### src/rtl/pae_pkg.sv
// Shared types and codes for the prefix autocomplete engine.
package pae_pkg;

  localparam logic [1:0] KIND_LOAD  = 2'd0;
  localparam logic [1:0] KIND_QUERY = 2'd1;
  localparam logic [1:0] KIND_CLEAR = 2'd2;

  typedef enum logic [3:0] {
    S_IDLE, S_START, S_LOOP, S_CLEN, S_CCMP, S_SINIT, S_SCAN, S_EMIT, S_NONE
  } state_t;

  typedef enum logic [3:0] {
    OP_NOP, OP_INIT, OP_MID, OP_FIN, OP_CSTART, OP_CSTEP,
    OP_SINIT, OP_SCAN, OP_EMIT, OP_NONE
  } op_t;

  typedef struct packed {
    logic start_query;
    logic start_empty;
    logic loop_go;
    logic fin_bad;
    logic cmp_done;
    logic cmp_eq;
    logic fin;
    logic phase;
    logic range_bad;
    logic scan_last;
    logic emit_last;
    logic out_free;
  } dp_status_t;

endpackage

### src/rtl/pae_ctrl.sv
// Sequencer for loads, the two binary searches and the ordered emission.
module pae_ctrl (
  input  logic                clk,
  input  logic                rst,
  input  logic                in_valid,
  input  pae_pkg::dp_status_t st,
  output logic                in_ready,
  output pae_pkg::op_t        op
);
  import pae_pkg::*;

  state_t state, state_next;

  always_ff @(posedge clk) begin
    if (rst) state <= S_IDLE;
    else     state <= state_next;
  end

  always_comb begin
    state_next = state;
    unique case (state)
      S_IDLE:  if (in_valid && st.start_query) state_next = S_START;
      S_START: state_next = st.start_empty ? S_NONE : S_LOOP;
      S_LOOP: begin
        if (st.loop_go)      state_next = S_CLEN;
        else if (st.fin_bad) state_next = S_NONE;
        else                 state_next = S_CLEN;
      end
      S_CLEN:  state_next = S_CCMP;
      S_CCMP: begin
        if (st.cmp_done) begin
          priority if (!st.fin)     state_next = S_LOOP;
          else if (!st.cmp_eq)      state_next = S_NONE;
          else if (!st.phase)       state_next = S_LOOP;
          else if (st.range_bad)    state_next = S_NONE;
          else                      state_next = S_SINIT;
        end
      end
      S_SINIT: state_next = S_SCAN;
      S_SCAN:  if (st.scan_last) state_next = S_EMIT;
      S_EMIT:  if (st.out_free) state_next = st.emit_last ? S_IDLE : S_SINIT;
      S_NONE:  if (st.out_free) state_next = S_IDLE;
      default: state_next = S_IDLE;
    endcase
  end

  always_comb begin
    in_ready = 1'b0;
    op       = OP_NOP;
    unique case (state)
      S_IDLE:  in_ready = 1'b1;
      S_START: op = st.start_empty ? OP_NOP : OP_INIT;
      S_LOOP: begin
        if (st.loop_go)       op = OP_MID;
        else if (!st.fin_bad) op = OP_FIN;
      end
      S_CLEN:  op = OP_CSTART;
      S_CCMP:  op = OP_CSTEP;
      S_SINIT: op = OP_SINIT;
      S_SCAN:  op = OP_SCAN;
      S_EMIT:  if (st.out_free) op = OP_EMIT;
      S_NONE:  if (st.out_free) op = OP_NONE;
      default: op = OP_NOP;
    endcase
  end

endmodule

### config.mk
export PLATFORM = sky130hd
export DESIGN_NAME = pae_ctrl
export DESIGN_NICKNAME = d
export VERILOG_FILES = /design/src/rtl/pae_pkg.sv /design/src/rtl/pae_ctrl.sv
export SDC_FILE = /design/constraint.sdc
export NUM_CORES = 1
export LEC_CHECK = 0
export BUFFER_PORTS_ARGS = -buffer_cell sky130_fd_sc_hd__buf_2
export CAP_MARGIN = 20
export CORE_AREA = 2 2 39 41
export DETAILED_ROUTE_END_ITERATION = 10
export DIE_AREA = 0 0 41 43
export GPL_TIMING_DRIVEN = 0
export PLACE_DENSITY = 0.68
export REMOVE_ABC_BUFFERS = 1
export SYNTH_ARGS = -nofsm -noshare
export SYNTH_HDL_FRONTEND = slang
export SYNTH_SLANG_ARGS = --single-unit
### constraint.sdc
create_clock -name clk -period 2.6 [get_ports clk]
set_input_delay 0.26 -clock clk [delete_from_list [all_inputs] [get_ports clk]]
set_output_delay 0.26 -clock clk [all_outputs]
set_load 0.005 [all_outputs]
# After elaboration in Yosys (flattened, before gate mapping)
# Index checks and enable logic that the tools add are counted.
# totals
output_inout_bits	5
reg_bits	4
input_bits	15
wordCells	38
# classes
n_mux	21
reduce_logical	3
n_eq_ne	13
# ops
op	count
two-way mux 4 bit	14
one-hot mux 4 bit (9 select lines)	1
one-hot mux 4 bit (8 select lines)	1
== test 4 x 3 -> 1 bit, second input constant	4
inequality test 2 bit, second input constant	5
== test 4 x 2 -> 1 bit, second input constant	2
AND reduction 5 bit	1
== test 4 x 1 -> 1 bit, second input constant	1
== test 4 bit, second input constant	1
zero test 4 bit	1
two-way mux 2 bit	2
two-way mux 3 bit	1
two-way mux 1 bit	2
logical AND 1 bit	1

# Longest topological paths before layout
# depth
word_depth	6
depth_mapped	6

# Worst setup path after synthesis
# No wires, ideal clock.
# synth_path
path_type	flip-flop to output port
startpoint	register state[1]
endpoint	output port op[0]
path_buffers	2
required_time_ps	2340
t_arrival_ps	1208
slack_ps	1132
stages_incl_launch_ff	7
path_cell_list	dfxtp_1 > buf_4 > buf_2 > inv_1 > o31ai_1 > a21oi_1 > o21ai_0
# synth_via
elab_chain_cells	2
word_cells_on_any_way	9
classes_between	8 x eq/ne; 1 x mux
# synth_rtl
item	line	source
start, declared	pae_ctrl.sv:12	state_t state, state_next;
start signal, assigned	pae_ctrl.sv:16	else state <= state_next;
== test 4 bit, or another cell as far along	pae_ctrl.sv:50	unique case (state)
one-hot mux 4 bit (8 select lines) (*)	pae_ctrl.sv:50	
end, declared	pae_ctrl.sv:8	output pae_pkg::op_t op
# Every way passes the cells marked *; elsewhere a longest branch is shown, timed or not.

# Final worst setup path
# layout_path
startpoint	register state[0]
endpoint	output port op[0]
# The elaborated chain is that of the path after synthesis.

==> metrics.md <==
| Metric | Value |
|---|---|
| Status | `finished, final reports clean` |
| # nets final | `99` |
| Clk root buf | `clkbuf_4` |
| Area contributors post-synth | `dfxtp_1 (15%), a32oi_4 (5.0%), a21oi_1 (4.6%), nor4b_4 (4.3%), buf_4 (4.1%)` |
| Finished Layout Cells | `98` |
| Vias in the first global route | `between 500 and 600` |
| HP Class | `primary input to flop` |
| CP startpoint kind | `flop` |
| Cell family with most CP delay | `flip-flops` |
| Mapped Avg Cell Area | `around 8.4 sq um` |
| Max_slew headroom | `a little over half` |
| Final worst path period need | `2.13 ns` |
| Global route overflow | `0` |
| Seq/Total Area, Yosys | `14.6%` |
| Htree depth | `1` |
| Later-pin clock latency in the skew report | `about 0.23 ns` |
| Yosys reg bits | `4` |
| Worst stage delay on the critical path | `~0.75 ns` |
| Hold Violations, Final | `0` |
| Max clock buf depth | `2` |
| Critical path destination | `op[0]` |
| Top-area cell type share of the netlist area | `about 15%` |
| Initial antenna violation count | `0` |
| Vias | `between 500 and 600` |
| Fin crit share | `between 80% and 90%` |
| Hold_buf cts | `0` |
| Global Route Usage Sum | `between 10% and 20%` |
| Worst r2r src | `state[1]` |
| Setup Fix Bufs, Post-CTS | `0` |
| Asr flop ratio synth | `0%` |
| Clock-pin slew of the registers on the worst-case setup and hold paths | `roughly 0.040 ns` |
| Clock Sinks | `4` |
| Final setup violation count | `0` |
| Post-route ant nets | `0` |
| Worst Setup End Kind | `primary output` |
| Area Growth Syn to Fin | `18.0%` |
| Number of synthesized flops with an enable pin | `0` |
| Peak Freq | `0.470 GHz` |
| Yosys warning count | `0` |
| GP Congestion | `around 0.78` |
| First-pass GRT wire length | `2.43 mm` |
| DIE WIDTH | `between 40 and 50 um` |
| Synth cell types | `38` |
| Crit path buffers/inverters | `2` |
| Avg WL per Cell | `~15 um` |
| IO Count | `20` |
| MaxCap Viol Count | `0` |
| Via/cell ratio | `about 6.0` |
| Share of layout cells above drive strength 1 | `around 37%` |
| Die Ht | `~43 um` |
| 1st-iter DRT viols | `21` |
| Gates resized, CTS repair | `0` |
| Crit-path cells | `inv_2 -> nor4_1 -> a21oi_1 -> o21ai_0 -> buf_2` |
| Syn Inst Count | `65` |
| Pin count of the biggest net entering global routing | `17` |
| Post-detail-place hpwl | `1.08 mm` |
| Core Footprint | `about 0.0014 sq mm` |
| Number of flip-flops in the largest register | `4` |
| PD cells | `between 500 and 600 mW/mm^2` |
| Num CTS Buffers | `3` |
| Setup crit start | `state[0]` |
| Largest regs | `state x4` |
| Leading area contributor after synthesis | `dfxtp_1` |
| Max Slew Vio Count | `0` |
| Static leakage | `about 0.24 nW` |
| TNS Setup | `0 ns` |
| Placed cell count | `95` |
| Top post-synthesis cells by count | `nand2_1 (6), a21oi_1 (5), dfxtp_1 (4)` |
| Crit-path max FO | `14` |
| TritonCTS clock tree | `done` |
| Starting Density | `between 30% and 40%` |
| Crit path DAT | `1.87 ns` |
| Synth Flop Type | `dfxtp_1` |
| Slowest cell on crit path | `dfxtp_1` |
| Max VDD drop | `0.000225 V` |
| Mapped cell area | `~550 sq um` |
| FP Rows | `14` |
| Unrepaired setup endpoints after global routing | `false` |
| R2r setup slk | `about 0.83 ns` |
| Largest Register | `state` |
| Cell count of the worst reg-to-reg path | `4` |
| Die area | `0.00176 sq mm` |
| Power Total | `387 uW` |
| Drt total wl | `1.43 mm` |
| First-pass iteration count of the detailed router | `4` |
| Drc violations | `0` |
| Critical Path RT | `~2.3 ns` |
| CP Class | `flop to primary output` |
| Levels on crit path | `5` |
| Layout Skew | `about 0.0036 ns` |
| Slew @ Worst Pin | `0.694 ns` |
| I/O Buffers | `19` |
| Most frequent cell after synthesis | `nand2_1` |
| N_diodes | `0` |
| FF-to-FF End | `state[0]` |
## placed cells by master (no fill, tap or decap), types with 2 or more instances in the layout
cell type,count
nand2_1,6
dfxtp_1,4
a211o_1,2
inv_2,2
buf_2,19
nor2b_1,2
nor4b_1,2
o211ai_1,2
nor2_1,2
mux2i_1,2
nand3_1,2
a21oi_1,5
o31ai_1,3
a32o_1,2
nand2b_1,3
clkbuf_4,3
## power by group
group | total [mW] | leakage [nW] | internal [mW] | switching (mW)
registers | 0.128 | 0.0325 | 0.0723 | 0.0552
logic | 0.184 | 0.190 | 0.0940 | 0.0896
clock network | 0.0753 | 0.0138 | 0.0515 | 0.0238
total | 0.387 | 0.236 | 0.218 | 0.169
## kinds of logic (layout without fill, tap and decap cells)
family                    after synthesis  after routing  synth area share, %
DFF                                     4              4                 14.6
AOI/OAI and AO/OA                      23             23                 35.6
xor gates and xnor gates                1              1                 1.60
and+or+nand+nor                        27             27                 35.4
muxes                                   2              2                 3.65
buffers and inverters                   8             25                 9.13
## area by class of cell
type,count,area [sq um]
Clock buffer,3,22.5
Inverter,3,11.3
Sequential cell,4,80.1
Multi-Input combinational cell,53,418
Fill cell,143,737
Tap cell,16,20.0
Timing Repair Buffer,19,95.1
## how the worst min path moves through the flow
stage / from / end / cells past startpoint
6_report: rst / state[3] / 2
2_1_floorplan: rst / state[3] / 1
5_1_grt: rst / state[3] / 2
4_1_cts: rst / state[3] / 2
3_5_place_dp: rst / state[3] / 2
3_3_place_gp: rst / state[3] / 2
## through the flow
step                cell area [sq um]  utilization, %  hold slack, ns  worst slack [ns]
floorplan                         509               -           0.329              1.04
finish                            647            46.7           0.243             0.474
global placement                  624            45.1           0.478             0.762
CTS                               647            46.7           0.229             0.467
global route                      647            46.7           0.246             0.279
detailed placement                624            45.1           0.482             0.726
## per-layer routing
metal	global-route usage (%)	share of wire (%)	wire length, um	up-vias
met1	25.2	43	613	283
met2	30.9	52	749	20
met3	2.62	4.9	70	0
met4	6.67	0	0	0
li1	-	-	-	288
met5	0	0	0	-
Note: power is estimated with default switching activity, not from simulation.
